`src/sv/bcc_pkg.sv`:
```
`default_nettype none
// ----------------------------------------------------------------------------
// bcc_pkg
// Types, codes and defaults shared by the button click classifier.
// ----------------------------------------------------------------------------
package bcc_pkg;

  localparam int NUM_KEYS_DEF = 4;
  localparam int KEY_W        = 2;
  localparam int CODE_W       = 3;
  localparam int TICK_W       = 16;
  localparam int CNT_W        = 2;
  localparam int CFG_IDX_W    = 2;
  localparam int CFG_DATA_W   = 16;

  localparam logic [TICK_W-1:0] SHORT_TICKS_RST = 16'd30;
  localparam logic [TICK_W-1:0] LONG_TICKS_RST  = 16'd150;
  localparam logic [TICK_W-1:0] MAX_TICKS_RST   = 16'd255;
  localparam logic [CNT_W-1:0]  CLICKS_TRIPLE   = 2'd3;
  localparam logic [CNT_W-1:0]  CLICKS_DOUBLE   = 2'd2;

  typedef enum logic [CFG_IDX_W-1:0] {
    CFG_SHORT_TICKS = 2'd0,
    CFG_LONG_TICKS  = 2'd1,
    CFG_MAX_TICKS   = 2'd2,
    CFG_TRIPLE_UD   = 2'd3
  } cfg_index_t;

  typedef enum logic [CODE_W-1:0] {
    EV_SINGLE   = 3'd0,
    EV_DOUBLE   = 3'd1,
    EV_TRIPLE   = 3'd2,
    EV_LONG     = 3'd3,
    EV_PRESSED  = 3'd4,
    EV_RELEASED = 3'd5
  } event_code_t;

  typedef struct packed {
    logic              last_level;
    logic              updown_mode;
    logic              release_guard;
    logic [CNT_W-1:0]  click_count;
    logic [TICK_W-1:0] hold_ticks;
  } key_state_t;

  typedef struct packed {
    logic [TICK_W-1:0] short_ticks;
    logic [TICK_W-1:0] long_ticks;
    logic [TICK_W-1:0] max_ticks;
    logic              triple_enters_updown;
  } cfg_t;

  typedef struct packed {
    logic             mode;
    logic [KEY_W-1:0] key;
    logic             pressed;
    logic             new_mode;
    logic             guard_arg;
  } item_t;

endpackage
`default_nettype wire

```
`src/sv/bcc_if.sv`:
```
`default_nettype none
// ----------------------------------------------------------------------------
// bcc_in_if / bcc_out_if
// Valid-ready channels for sample words and event words.
// ----------------------------------------------------------------------------
interface bcc_in_if;
  logic                     valid;
  logic                     ready;
  logic                     mode;
  logic [bcc_pkg::KEY_W-1:0] key;
  logic                     pressed;
  logic                     new_mode;
  logic                     guard_arg;

  modport source (output valid, mode, key, pressed, new_mode, guard_arg, input ready);
  modport sink   (input valid, mode, key, pressed, new_mode, guard_arg, output ready);
endinterface

interface bcc_out_if;
  logic                       valid;
  logic                       ready;
  logic [bcc_pkg::KEY_W-1:0]  event_key;
  logic [bcc_pkg::CODE_W-1:0] event_code;

  modport source (output valid, event_key, event_code, input ready);
  modport sink   (input valid, event_key, event_code, output ready);
endinterface
`default_nettype wire

```
`src/sv/button_click_classifier_top.sv`:
```
`default_nettype none
// ----------------------------------------------------------------------------
// button_click_classifier_top
// Per-key click, long-press and up-down classifier.
// ----------------------------------------------------------------------------
// One word per clock is taken unless the input register is stalled. A word is
// registered, then classified against the key's state in the next cycle, which
// writes the key state and the event register in one read-modify-write. The
// event word passes from the input register into the event register. Words
// that cause no event drain without touching the event register. Sustained
// rate is one word per cycle unless a word that raises an event waits in the
// input register, holding off new input, while the sink has not yet taken the
// previous event word. The user must write configuration only while the block
// is idle, via cfg_we/cfg_index/cfg_wdata; the block does not enforce this.
module button_click_classifier_top #(
  parameter int NUM_KEYS = bcc_pkg::NUM_KEYS_DEF
) (
  input  wire logic                              clk,
  input  wire logic                              rst,
  bcc_in_if.sink                                 in_ch,
  bcc_out_if.source                              out_ch,
  input  wire logic                              cfg_we,
  input  wire logic [bcc_pkg::CFG_IDX_W-1:0]     cfg_index,
  input  wire logic [bcc_pkg::CFG_DATA_W-1:0]    cfg_wdata
);

  bcc_pkg::cfg_t       cfg;
  bcc_pkg::key_state_t keys [NUM_KEYS];
  bcc_pkg::item_t      s1_item;
  logic                s1_valid;
  logic                s1_go;
  logic                key_ok;
  bcc_pkg::key_state_t cur;
  bcc_pkg::key_state_t nxt;
  logic                cls_event;
  bcc_pkg::event_code_t cls_code;
  logic                has_event;
  logic                out_valid;
  logic [bcc_pkg::KEY_W-1:0]  out_key;
  bcc_pkg::event_code_t       out_code;

  always_ff @(posedge clk) begin
    if (rst) begin
      cfg.short_ticks          <= bcc_pkg::SHORT_TICKS_RST;
      cfg.long_ticks           <= bcc_pkg::LONG_TICKS_RST;
      cfg.max_ticks            <= bcc_pkg::MAX_TICKS_RST;
      cfg.triple_enters_updown <= 1'b0;
    end else if (cfg_we) begin
      unique case (bcc_pkg::cfg_index_t'(cfg_index))
        bcc_pkg::CFG_SHORT_TICKS: cfg.short_ticks          <= cfg_wdata;
        bcc_pkg::CFG_LONG_TICKS:  cfg.long_ticks           <= cfg_wdata;
        bcc_pkg::CFG_MAX_TICKS:   cfg.max_ticks            <= cfg_wdata;
        bcc_pkg::CFG_TRIPLE_UD:   cfg.triple_enters_updown <= cfg_wdata[0];
      endcase
    end
  end

  assign key_ok = 32'(s1_item.key) < NUM_KEYS;

  always_comb begin
    cur = '0;
    for (int k = 0; k < NUM_KEYS; k++) begin
      if (32'(s1_item.key) == k) begin
        cur = keys[k];
      end
    end
  end

  bcc_classify u_classify (
    .item      (s1_item),
    .cur       (cur),
    .cfg       (cfg),
    .nxt       (nxt),
    .has_event (cls_event),
    .code      (cls_code)
  );

  assign has_event   = cls_event && key_ok;
  assign s1_go       = s1_valid && (!has_event || !out_valid || out_ch.ready);
  assign in_ch.ready = !s1_valid || s1_go;

  always_ff @(posedge clk) begin
    if (rst) begin
      s1_valid <= 1'b0;
    end else if (in_ch.ready) begin
      s1_valid <= in_ch.valid;
    end
  end

  always_ff @(posedge clk) begin
    if (in_ch.ready && in_ch.valid) begin
      s1_item.mode      <= in_ch.mode;
      s1_item.key       <= in_ch.key;
      s1_item.pressed   <= in_ch.pressed;
      s1_item.new_mode  <= in_ch.new_mode;
      s1_item.guard_arg <= in_ch.guard_arg;
    end
  end

  always_ff @(posedge clk) begin
    for (int k = 0; k < NUM_KEYS; k++) begin
      if (rst) begin
        keys[k] <= '0;
      end else if (s1_go && 32'(s1_item.key) == k) begin
        keys[k] <= nxt;
      end
    end
  end

  always_ff @(posedge clk) begin
    if (rst) begin
      out_valid <= 1'b0;
    end else if (s1_go && has_event) begin
      out_valid <= 1'b1;
    end else if (out_ch.ready) begin
      out_valid <= 1'b0;
    end
  end

  always_ff @(posedge clk) begin
    if (s1_go && has_event) begin
      out_key  <= s1_item.key;
      out_code <= cls_code;
    end
  end

  assign out_ch.valid      = out_valid;
  assign out_ch.event_key  = out_key;
  assign out_ch.event_code = out_code;

  a_released_from_updown: assert property (@(posedge clk) disable iff (rst)
    (s1_go && has_event && cls_code == bcc_pkg::EV_RELEASED) |-> cur.updown_mode)
    else $error("released event from a key in click mode");

  a_pressed_held: assert property (@(posedge clk) disable iff (rst)
    (s1_go && has_event && cls_code == bcc_pkg::EV_PRESSED)
      |-> (cur.updown_mode && s1_item.pressed))
    else $error("pressed event without a held up-down key");

  a_silent_words: assert property (@(posedge clk) disable iff (rst)
    (s1_valid && (s1_item.mode || !key_ok)) |-> !has_event)
    else $error("event from a set-mode word or an absent key");

  a_stage_hold: assert property (@(posedge clk) disable iff (rst)
    (s1_valid && !s1_go) |=> (s1_valid && $stable(s1_item)))
    else $error("stalled word lost from the input register");

  a_event_loaded: assert property (@(posedge clk) disable iff (rst)
    (s1_go && has_event) |=> (out_valid && out_key == $past(s1_item.key)))
    else $error("event word not loaded into the output register");

endmodule
`default_nettype wire

```
`src/sv/bcc_classify.sv`:
```
`default_nettype none
// ----------------------------------------------------------------------------
// bcc_classify
// Next state and event of one key for one sample or set-mode word.
// ----------------------------------------------------------------------------
module bcc_classify (
  input  var bcc_pkg::item_t      item,
  input  var bcc_pkg::key_state_t cur,
  input  var bcc_pkg::cfg_t       cfg,
  output bcc_pkg::key_state_t     nxt,
  output logic                    has_event,
  output bcc_pkg::event_code_t    code
);

  always_comb begin
    nxt       = cur;
    has_event = 1'b0;
    code      = bcc_pkg::EV_SINGLE;
    if (item.mode) begin
      nxt.last_level    = 1'b0;
      nxt.release_guard = ~item.guard_arg;
      nxt.click_count   = '0;
      nxt.hold_ticks    = '0;
      nxt.updown_mode   = item.new_mode;
    end else if (cur.updown_mode) begin
      if (item.pressed) begin
        has_event = 1'b1;
        code      = bcc_pkg::EV_PRESSED;
      end else if (cur.last_level) begin
        nxt       = '0;
        has_event = 1'b1;
        code      = bcc_pkg::EV_RELEASED;
      end
      nxt.last_level = item.pressed;
    end else begin
      if (cur.last_level != item.pressed) begin
        nxt.hold_ticks = 16'd1;
        if (!item.pressed) begin
          if (cur.release_guard) begin
            nxt.release_guard = 1'b0;
            nxt.hold_ticks    = '0;
          end else begin
            nxt.click_count = cur.click_count + 2'd1;
          end
        end
      end else if (cur.hold_ticks != '0 && cur.hold_ticks < cfg.max_ticks) begin
        nxt.hold_ticks = cur.hold_ticks + 16'd1;
      end

      priority if (nxt.click_count == bcc_pkg::CLICKS_TRIPLE) begin
        has_event       = 1'b1;
        code            = bcc_pkg::EV_TRIPLE;
        nxt.click_count = '0;
        nxt.hold_ticks  = '0;
        if (cfg.triple_enters_updown) begin
          nxt.release_guard = 1'b0;
          nxt.updown_mode   = 1'b1;
        end
      end else if (nxt.hold_ticks > cfg.short_ticks && !item.pressed) begin
        has_event = 1'b1;
        code      = (nxt.click_count == bcc_pkg::CLICKS_DOUBLE) ? bcc_pkg::EV_DOUBLE
                                                               : bcc_pkg::EV_SINGLE;
        nxt.click_count = '0;
        nxt.hold_ticks  = '0;
      end else if (nxt.hold_ticks > cfg.long_ticks && item.pressed) begin
        has_event         = 1'b1;
        code              = bcc_pkg::EV_LONG;
        nxt.click_count   = '0;
        nxt.hold_ticks    = '0;
        nxt.release_guard = 1'b1;
      end else begin
        has_event = 1'b0;
      end
      nxt.last_level = item.pressed;
    end
  end

endmodule
`default_nettype wire
```
`src/flat_wrapper.sv`:
```
// flat-port wrapper written by rule: the top's interface ports become plain ports
module button_click_classifier_top_flat 
#(
  parameter int NUM_KEYS = bcc_pkg::NUM_KEYS_DEF
)
  (clk, rst, cfg_we, cfg_index, cfg_wdata, in_ch_valid, in_ch_mode, in_ch_key, in_ch_pressed, in_ch_new_mode, in_ch_guard_arg, in_ch_ready, out_ch_valid, out_ch_event_key, out_ch_event_code, out_ch_ready);
  bcc_in_if in_ch_i ();
  bcc_out_if out_ch_i ();
  input  wire logic clk;
  input  wire logic rst;
  input  wire logic cfg_we;
  input  wire logic [bcc_pkg::CFG_IDX_W-1:0] cfg_index;
  input  wire logic [bcc_pkg::CFG_DATA_W-1:0] cfg_wdata;
  input wire logic [$bits(in_ch_i.valid)-1:0] in_ch_valid;
  input wire logic [$bits(in_ch_i.mode)-1:0] in_ch_mode;
  input wire logic [$bits(in_ch_i.key)-1:0] in_ch_key;
  input wire logic [$bits(in_ch_i.pressed)-1:0] in_ch_pressed;
  input wire logic [$bits(in_ch_i.new_mode)-1:0] in_ch_new_mode;
  input wire logic [$bits(in_ch_i.guard_arg)-1:0] in_ch_guard_arg;
  output wire logic [$bits(in_ch_i.ready)-1:0] in_ch_ready;
  output wire logic [$bits(out_ch_i.valid)-1:0] out_ch_valid;
  output wire logic [$bits(out_ch_i.event_key)-1:0] out_ch_event_key;
  output wire logic [$bits(out_ch_i.event_code)-1:0] out_ch_event_code;
  input wire logic [$bits(out_ch_i.ready)-1:0] out_ch_ready;
  assign in_ch_i.valid = in_ch_valid;
  assign in_ch_i.mode = in_ch_mode;
  assign in_ch_i.key = in_ch_key;
  assign in_ch_i.pressed = in_ch_pressed;
  assign in_ch_i.new_mode = in_ch_new_mode;
  assign in_ch_i.guard_arg = in_ch_guard_arg;
  assign in_ch_ready = in_ch_i.ready;
  assign out_ch_valid = out_ch_i.valid;
  assign out_ch_event_key = out_ch_i.event_key;
  assign out_ch_event_code = out_ch_i.event_code;
  assign out_ch_i.ready = out_ch_ready;
  button_click_classifier_top #(.NUM_KEYS(NUM_KEYS)) u_core (.clk(clk), .rst(rst), .in_ch(in_ch_i), .out_ch(out_ch_i), .cfg_we(cfg_we), .cfg_index(cfg_index), .cfg_wdata(cfg_wdata));
endmodule
```
`config.mk`:
```
export PLATFORM = sky130hd
export DESIGN_NAME = button_click_classifier_top_flat
export DESIGN_NICKNAME = d
export VERILOG_FILES = /design/src/sv/bcc_pkg.sv /design/src/sv/bcc_if.sv /design/src/sv/button_click_classifier_top.sv /design/src/sv/bcc_classify.sv /design/src/flat_wrapper.sv
export SDC_FILE = /design/constraint.sdc
export NUM_CORES = 1
export LEC_CHECK = 0
export ABC_AREA = 1
export ABC_CLOCK_PERIOD_IN_PS = 7200
export BUFFER_PORTS_ARGS = -buffer_cell sky130_fd_sc_hd__buf_2
export CORE_MARGIN = 3
export CORE_UTILIZATION = 54
export DETAILED_ROUTE_END_ITERATION = 12
export PLACE_DENSITY_LB_ADDON = 0.25
export SLEW_MARGIN = 20
export SYNTH_ARGS = -nofsm -noshare
export SYNTH_HDL_FRONTEND = slang
export SYNTH_SLANG_ARGS = --single-unit
```
`constraint.sdc`:
```
create_clock -name clk -period 7.2 [get_ports clk]
set_input_delay 0.72 -clock clk [delete_from_list [all_inputs] [get_ports clk]]
set_output_delay 0.72 -clock clk [all_outputs]
set_load 0.02 [all_outputs]
```
Word-level counts from Yosys, hierarchy flattened
Memories as Yosys holds them, arrays and structs flattened.
Index checks and enable logic that the tools add are counted.
{ "word_totals": {"ff_bits": 62, "ram_bits": 84, "output_inout_bits": 7, "n_memories": 1} }
{ "op_classes": {"addsub": 2, "order_cmp": 3, "eq_ne": 9, "n_mux": 58, "bitwise_logic": 5, "reduce_logical": 25} }
{ "mem_list": {"columns": ["name", "words", "word_bits", "rd", "rd_ports_with_merged_regs", "write_ports", "line", "text"], "rows": [
  ["u_core.keys", 4, 21, 4, 0, 4, "button_click_classifier_top.sv:28", "bcc_pkg::key_state_t keys [NUM_KEYS];"]
]} }
{ "ops": {"columns": ["operator", "n"], "rows": [
  ["$mux W21", 9],
  ["$mux W16", 4],
  ["$mux W20", 3],
  ["$mux W19", 3],
  ["$gt A16 B16 Y1", 2],
  ["$mux W1", 27],
  ["$mux W18", 1],
  ["$mux W3", 6],
  ["$add A16 B1 Y16 const B", 1],
  ["$lt A16 B16 Y1", 1],
  ["$reduce_bool A16 Y1", 1],
  ["$eq A2 B2 Y1 const B", 6],
  ["$logic_and A1 B1 Y1", 10],
  ["$mux W2", 5],
  ["$reduce_and A2 Y1", 4],
  ["$eq A2 B1 Y1 const B", 2],
  ["$logic_not A1 Y1", 4],
  ["$logic_not A2 Y1", 2],
  ["$or A1 B1 Y1", 4],
  ["$logic_or A1 B1 Y1", 3],
  ["$add A2 B1 Y2 const B", 1],
  ["$reduce_bool A2 Y1", 1],
  ["$ne A1 B1 Y1", 1],
  ["$not A1 Y1", 1]
]} }

Logic depth before layout (Yosys ltp)
Gate-level depths: netlist of run 1.
{ "logic_depth": {"depth_word": 27, "mapped_depth": 37} }

By module
Synthesis of run 1 repeated with hierarchy kept, for this count alone.
{ "hier_totals": {"hier_cells": 1052, "area_unflattened_um2": 8480.6} }
{ "by_module_without_submodules": {"columns": ["module", "instances", "cells_each", "area_per_inst_um2", "seq_area_each_um2"], "rows": [
  ["button_click_classifier_top", 1, 591, 5833.1, 3873.7],
  ["bcc_classify", 1, 461, 2647.5, 0.0]
]} }

Worst setup path before layout of run 1
Ideal clock, no wire load.
{ "synth_path": {"path_type": "register to register", "startpoint": "register u_core.s1_item[3] (netlist name)", "endpoint": "memory u_core.keys[0][0] (netlist name), enable pin", "setup_ps": 428, "arrival_ps": 5360, "t_required_ps": 6772, "setup_slack_ps": 1412, "stages_incl_launch_ff": 31, "path_buffers": 3, "synth_period_minus_slack_ps": 5788, "cell_sequence": "edfxtp_1 -> buf_4 -> inv_2 -> nor2_4 -> buf_4 -> nand2_1 -> nand3_1 -> o21ai_1 -> inv_1 -> ha_1 -> a21oi_1 -> o21a_1 -> o221ai_1 -> nor2_4 -> nand2_4 -> buf_6 -> nand2_1 -> nand2_1 -> nor2_2 -> ha_1 -> a21oi_1 -> o21ai_0 -> a211oi_1 -> nand2_1 -> nand2_1 -> nand3_2 -> nand2_1 -> nand2_2 -> nand2_4 -> nand2_1 -> o21ai_0"} }
{ "synth_lines": {"columns": ["item", "line", "text"], "rows": [
  ["start, declared", "button_click_classifier_top.sv:29", "bcc_pkg::item_t s1_item;"],
  ["end, declared", "button_click_classifier_top.sv:28", null]
]} }

Worst setup path after layout of run 1
{ "layout_path": {"startpoint": "register u_core.s1_item[3] (netlist name)", "endpoint": "output port in_ch_ready"} }
{ "layout_between": {"elab_chain_cells": 23} }
{ "layout_rtl": {"columns": ["item", "line", "text"], "rows": [
  ["$logic_not A2 Y1", "button_click_classifier_top.sv:63", "if (32'(s1_item.key) == k) begin"],
  ["$mux W21 (3 in series)", "button_click_classifier_top.sv:63", null],
  ["$mux W21 *", "button_click_classifier_top.sv:63", null],
  ["$lt A16 B16 Y1 / $reduce_bool A16 Y1 (equally long branches)", "bcc_classify.sv:46", "end else if (cur.hold_ticks != '0 && cur.hold_ticks < cfg.max_ticks) begin"],
  ["$logic_and A1 B1 Y1", "bcc_classify.sv:46", null],
  ["$mux W16", "bcc_classify.sv:46", null],
  ["$mux W16", "bcc_classify.sv:36", "if (cur.last_level != item.pressed) begin"],
  ["$mux W16", "bcc_classify.sv:25", "end else if (cur.updown_mode) begin"],
  ["[4 not listed]", null, null],
  ["$mux W1", "bcc_classify.sv:59", "end else if (nxt.hold_ticks > cfg.short_ticks && !item.pressed) begin"],
  ["$mux W1", "bcc_classify.sv:50", "priority if (nxt.click_count == bcc_pkg::CLICKS_TRIPLE) begin"],
  ["$mux W1 *", "bcc_classify.sv:25", null],
  ["$mux W1 *", "bcc_classify.sv:19", "if (item.mode) begin"],
  ["$logic_not A1 Y1 *", "button_click_classifier_top.sv:79", "assign s1_go = s1_valid && (!has_event || !out_valid || out_ch.ready);"],
  ["$logic_or A1 B1 Y1 * (2 in series)", "button_click_classifier_top.sv:79", null],
  ["$logic_and A1 B1 Y1 *", "button_click_classifier_top.sv:79", null],
  ["$logic_or A1 B1 Y1 *", "button_click_classifier_top.sv:80", "assign in_ch.ready = !s1_valid || s1_go;"],
  ["end, declared", "flat_wrapper.sv:20", "output wire logic [$bits(in_ch_i.ready)-1:0] in_ch_ready;"]
]} }
Every way passes the cells marked *; elsewhere a longest branch is shown, timed or not. The select of a mux whose other input is x is not followed.

==> metrics.md, run 1 <==
| Metric | Value |
|---|---|
| Core Area | 14700 um2 |
| Max-cap viol count | 0 |
| Fill count | 1289 |
| Final setup vio count | 0 |
| TNS Setup | 0 ns |
| CTS sink count | 146 |
| Mapped Area | 8220 um2 |
| Total GRT Usage | 26.4% |
| Net Count, Synth | 1053 |
| Largest net degree at the start of global routing | 58 |
| Hold Crit Start | u_core.cfg[23]$_SDFFE_PP0P_ |
| Most common cell in the synthesized netlist | nand2_1 |
| Hold bufs inserted after CTS | 0 |
| Post-synth top area cell | edfxtp_1 |
| Top FF cell, synth | edfxtp_1 |
| H-tree Lvls | 4 |
| Num CTS Buffers | 17 |
| Post-synth EDFFs | 95 |
| WL final | 21.2 mm |
| Slew @ Worst Pin | 0.835 ns |
| RR Startpoint | u_core.s1_item[3]$_DFFE_PP_ |
| Most used cell, CP | nand2_1 |
| Number of global-route vias before repair | 6500 |
| FMAX | 0.157 GHz |
| Initial Util | 55.9% |
| Critical Path RT | 6.48 ns |
| GR Layer Usage met2 | 41.3% |
| Final ANT Viol Nets | 0 |
| Die Wd | 129 um |
| Reg clk slew, reported paths | 0.06 ns |
| Met1 Use GR | 37.9% |
| Synth Register Bits | 146 |
| Slowest cell on the critical path | edfxtp_1 |
| CP max FO | 16 |
| Port-buffer cells | 35 |
| Mean Syn Cell Area | 8.46 um2 |
| Global-route wire length before repair | 34.3 mm |
| Final-report max-slew violation count | 0 |
| Area Growth Syn to Fin | 11.2% |
| Global route total overflow | 0 |
| Yosys warnings | 0 |
| CP Launch Point | u_core.s1_item[3]$_DFFE_PP_ |
| CP Class | flip-flop to primary output |
| Initial antenna violation count | 0 |
| Diode count | 0 |
| Post-synthesis sequential area ratio | 47.1% |
| Die area | 16700 um2 |
| Vias | 6905 |
| WP data arrival | 5.65 ns |
| Relative slew slack | 44.3% |
| Clk_skew | 0.00754 ns |
| Pwr Density | 248 nW/um2 |
| PostCTS Resize Cnt | 0 |
| Final Hold Fails | 0 |
| Post-CTS Setup Repair Bufs | 0 |
| Final nets | 1085 |
| Layout cells sized above 1 | 12.6% |
| Die height | 129 um |
| Yosys top cell area share | 34.7% |
| Tmin final | 6.37 ns |
| Worst setup EP type | primary output |
| RD Place Congestion | 0.905 |
| Synth area leaders | edfxtp_1, dfxtp_1, nand2_1, ha_1, a21oi_1 |
| CTS tree | built |
| Status | completed |
| Most used routing layer | met2 |
| RSZ-0062 raised after global routing | no |
| DRC | 0 |
| I/O pins | 36 |
| Initial DRC Count | 828 |
| Syn Inst Count | 971 |
| Insertion delay of the later-clocked pin in the worst-skew pair | 0.43 ns |
| Cell variety after synth | 44 |
| Worst Setup Start Kind | flip-flop |
| DRT Pass-1 Iters | 5 |
| Post-DP HPWL | 14.9 mm |
| Leakage | 0.00387 uW |
| Via density per instance | 5.75 |
| Hold Crit Class | flip-flop to flip-flop |
| Root buffer cell | clkbuf_16 |
| CTS Buffer Depth | 2 |
| Peak supply drop | 172 uV |
| Final Core Density | 62.2% |
| Crit-path max cell delay | 0.72 ns |
| Ys async rst share | 0% |
| Most common library cells after synthesis | nand2_1, a21oi_1, inv_1 |
| Period utilization | 88.5% |
| Row count | 44 |
| DR WL/cell | 17.7 um |
| Met3 Resource Use GR | 4.04% |
## layout make-up
class / count / area [um2] / share of cell area, %
multi-input combinational: 684 / 3770 / 41.3
clock buffer: 23 / 458 / 5.01
inverter: 105 / 394 / 4.31
clock inverter: 9 / 106 / 1.16
tap: 184 / 230 / 2.52
sequential: 146 / 3870 / 42.4
timing repair buffer: 49 / 305 / 3.34
## layer usage
metal / wire length (um) / vias to the layer above
met4: 427 / 0
met3: 1510 / 39
met2: 9720 / 293
li1: - / 3369
met5: 0 / -
met1: 9560 / 3204
## critical path, delay by kind of cell, from the launching register on
| family | cells | cell delay (ns) |
|---|---|---|
| AOI/OAI and AO/OA | 5 | 0.70 |
| and+or+nand+nor | 17 | 2.47 |
| DFF | 1 | 0.72 |
| buffers and inverters | 4 | 0.72 |
| adders and majority gates | 2 | 0.59 |
## registers in the layout (all words and copies together) (netlist names)
signal                    flops
u_core.cfg                   49
u_core.out_ch.event_code      3
u_core.s1_valid               1
u_core.out_ch.valid           1
u_core.out_ch.event_key       2
u_core.s1_item                6
u_core.keys                  84
## cell families (layout without fill, tap and decap cells)
group	Yosys count	in the layout	share of synthesized area [%]
compound gates	211	211	14.1
fa+ha+maj	53	53	8.07
xor+xnor	7	7	0.746
buf+inv	141	186	7.11
simple gates	413	413	22.9
flops	146	146	47.1
## layout by cell type, fill, tap and decap left out, types with 3 or more instances in the layout
cell type / Yosys / final
a21oi_1: 118 / 118
buf_2: 11 / 35
buf_4: 5 / 12
clkbuf_1: 14 / 5
clkbuf_16: 0 / 17
clkinv_2: 0 / 3
dfxtp_1: 51 / 51
edfxtp_1: 95 / 95
ha_1: 53 / 53
inv_1: 102 / 102
inv_2: 3 / 3
nand2_1: 211 / 211
nand2_2: 14 / 14
nand2_4: 3 / 3
nand3_1: 48 / 48
nand3_2: 9 / 9
nand4_1: 20 / 20
nor2_1: 76 / 76
nor2_2: 10 / 10
nor2_4: 5 / 5
nor3_1: 6 / 5
o211ai_1: 19 / 19
o21ai_0: 48 / 46
o21ai_1: 9 / 9
o21ai_2: 1 / 3
or2_1: 4 / 4
xor2_1: 6 / 6
## stage by stage
| step | hold WS, ns | total power (uW) | instances | worst slack (ns) | area, um2 |
|---|---|---|---|---|---|
| global route | 0.459 | 2360 | 1200 | 0.264 | 9140 |
| floorplan | 0.424 | 1290 | 971 | 1.41 | 8220 |
| CTS | 0.458 | 2260 | 1200 | 0.878 | 9140 |
| finish | 0.466 | 2270 | 1200 | 0.825 | 9140 |
| detailed placement | 0.455 | 1400 | 1168 | 1.25 | 8570 |
| global placement | 0.447 | 1390 | 1168 | 1.32 | 8570 |
## power breakdown
group,switching [uW],internal [uW]
Clock,349,519
Sequential,13.8,932
Combinational,310,144
## final timing paths
| check | slack (ns) | cells after the start | to |
|---|---|---|---|
| setup reg to reg | 1.16 | 30 | u_core.keys[0][4]$_SDFFCE_PN0P_ |
| setup / recovery | 0.83 | 28 | in_ch_ready |
| hold reg to reg | 0.47 | 2 | u_core.cfg[23]$_SDFFE_PP0P_ |
| hold / removal | 0.47 | 2 | u_core.cfg[23]$_SDFFE_PP0P_ |
(Power assumes the default switching activity.)
==> run 2: changes to the inputs <==
Settings changed: MAX_ROUTING_LAYER set to met4.
==> metrics.md, run 2 (synthesis gave the netlist of run 1 again) <==
| Metric | Value |
|---|---|
| Status | completed |
| Initial antenna violation count | 0 |
| Most frequent cells in the layout | nand2_1, a21oi_1, inv_1, edfxtp_1, nor2_1 |
| Hold EP | u_core.cfg[10]$_SDFFE_PP0P_ |
| Initial Util | 55.9% |
| Insertion delay of the later-clocked pin in the worst-skew pair | 0.42 ns |
| CP max FO | 16 |
| Max FFs per register | 84 |
| Area Growth Syn to Fin | 11.2% |
| Final setup vio count | 0 |
| Initial DRC Count | 771 |
| Seq pwr share | 41.8% |
| Layout cells sized above 1 | 12.6% |
| Global-route wire length before repair | 34.3 mm |
| Num CTS Buffers | 17 |
| DRT Pass-1 Iters | 5 |
| Largest reg by FF count | u_core.keys |
| TNS Setup | 0 ns |
| FMAX | 0.156 GHz |
| Biggest registers after layout | u_core.keys (84), u_core.cfg (49), u_core.s1_item (6) |
| Die area | 16700 um2 |
| Hold Crit Start | u_core.cfg[10]$_SDFFE_PP0P_ |
| Total GRT Usage | 27.3% |
| CTS sink count | 146 |
| Most used cell, CP | nand2_1 |
| I/O pins | 36 |
| WP data arrival | 5.68 ns |
| Hold WS | 0.465 ns |
| Vias | 6898 |
| Crit-path max cell delay | 0.73 ns |
| Clock Power Share | 38.2% |
| CP Class | flip-flop to primary output |
| DR WL/cell | 17.6 um |
| R2R cell count | 30 |
| H-tree Lvls | 4 |
| Final Hold Fails | 0 |
| Critical Path RT | 6.48 ns |
| Buf+Inv Stages, Crit Path | 3 |
| Pwr Density | 248 nW/um2 |
| RR Startpoint | u_core.s1_item[3]$_DFFE_PP_ |
| WL final | 21.2 mm |
| R2R Path End | u_core.keys[0][4]$_SDFFCE_PN0P_ |
| Diode count | 0 |
| Core Area | 14700 um2 |
| Worst Setup Start Kind | flip-flop |
| Largest net degree at the start of global routing | 58 |
| Pint | 1600 uW |
| Slew @ Worst Pin | 0.822 ns |
| Die height | 129 um |
| Post-DP HPWL | 14.9 mm |
| Leakage | 0.00387 uW |
| Period utilization | 88.8% |
| Cell family with most CP delay | simple AND/OR/NAND/NOR gates |
| Final nets | 1085 |
| Max-cap viol count | 0 |
| Hold bufs inserted after CTS | 0 |
| Final Core Density | 62.2% |
| Final ANT Viol Nets | 0 |
| DRC | 0 |
| Global route total overflow | 0 |
| Tmin final | 6.40 ns |
| Row count | 44 |
| Number of global-route vias before repair | 6481 |
| Reg clk slew, reported paths | 0.06 ns |
| RSZ-0062 raised after global routing | no |
| Peak supply drop | 171 uV |
| PostCTS Resize Cnt | 0 |
| Comb pwr share | 20.0% |
| Post-CTS Setup Repair Bufs | 0 |
| Sw Ratio | 29.5% |
| Via density per instance | 5.75 |
| Worst setup EP type | primary output |
| Hold Crit Class | flip-flop to flip-flop |
| RD Place Congestion | 0.921 |
| Clk_skew | 0.00870 ns |
| Port-buffer cells | 35 |
| NetSw | 668 uW |
| Hold Path Depth | 2 |
| Slowest cell on the critical path | edfxtp_1 |
| Final-report max-slew violation count | 0 |
| Relative slew slack | 45.1% |
| Die Wd | 129 um |
| Commonest non-fill, non-tap cell in the layout | nand2_1 |
| CTS Buffer Depth | 2 |
| Root buffer cell | clkbuf_16 |
| CTS tree | built |
| Setup slack on the worst flop-to-flop path | 1.13 ns |
## run 2: cell counts in the layout (fill, tap and decap cells not counted)
Identical to the previous run, type by type.
## run 2: area by class of cell
type	count	area, um2
inverter	105	394
multi-input combinational	684	3770
fill	1289	5560
timing repair buffer	49	305
clock inverter	9	106
sequential	146	3870
clock buffer	23	458
tap	184	230
## run 2: worst register-to-register path: cells and delay by family, from the launching register on
family | cells | cell delay, ns
AO/OA/AOI/OAI | 6 | 1.15
adder cells (fa/ha/maj) | 2 | 0.60
buffers and inverters | 3 | 0.70
flip-flops | 1 | 0.73
AND/OR/NAND/NOR | 19 | 2.57
## run 2: worst max-delay path by stage
stage	from	depth (start not counted)	slack [ns]	endpoint
detailed placement	u_core.s1_item[3]$_DFFE_PP_	27	1.25	u_core.keys[3][3]$_SDFFCE_PN0P_
finish	u_core.s1_item[3]$_DFFE_PP_	28	0.80	in_ch_ready
floorplan	u_core.s1_item[3]$_DFFE_PP_	30	1.41	u_core.keys[0][0]$_SDFFCE_PN0P_
global route	u_core.s1_item[3]$_DFFE_PP_	28	0.26	in_ch_ready
CTS	u_core.s1_item[3]$_DFFE_PP_	25	0.88	in_ch_ready
global placement	u_core.s1_item[3]$_DFFE_PP_	27	1.32	u_core.keys[3][3]$_SDFFCE_PN0P_
## run 2: power groups by stage
stage	Combinational, uW	Clock, uW	Sequential, uW
finish	454	864	946
global route	507	908	949
CTS	447	868	946
detailed placement	440	0	963
global placement	433	0	962
floorplan	326	0	961
## run 2: metrics by stage
stage	total power (uW)	setup WS (ns)	instance area, um2	cells
2_1_floorplan	1290	1.41	8220	971
4_1_cts	2260	0.878	9140	1200
3_5_place_dp	1400	1.25	8570	1168
6_report	2260	0.803	9140	1200
3_3_place_gp	1390	1.32	8570	1168
5_1_grt	2360	0.264	9140	1200
## run 2: metal layers
layer	global-route usage [%]	vias up	part of all wire [%]	wire length, um
li1	-	3378	-	-
met1	37.8	3207	45	9470
met2	41.3	275	46	9770
met3	4.49	38	7.1	1500
met4	8.83	0	2.0	427
met5	-	-	0	0
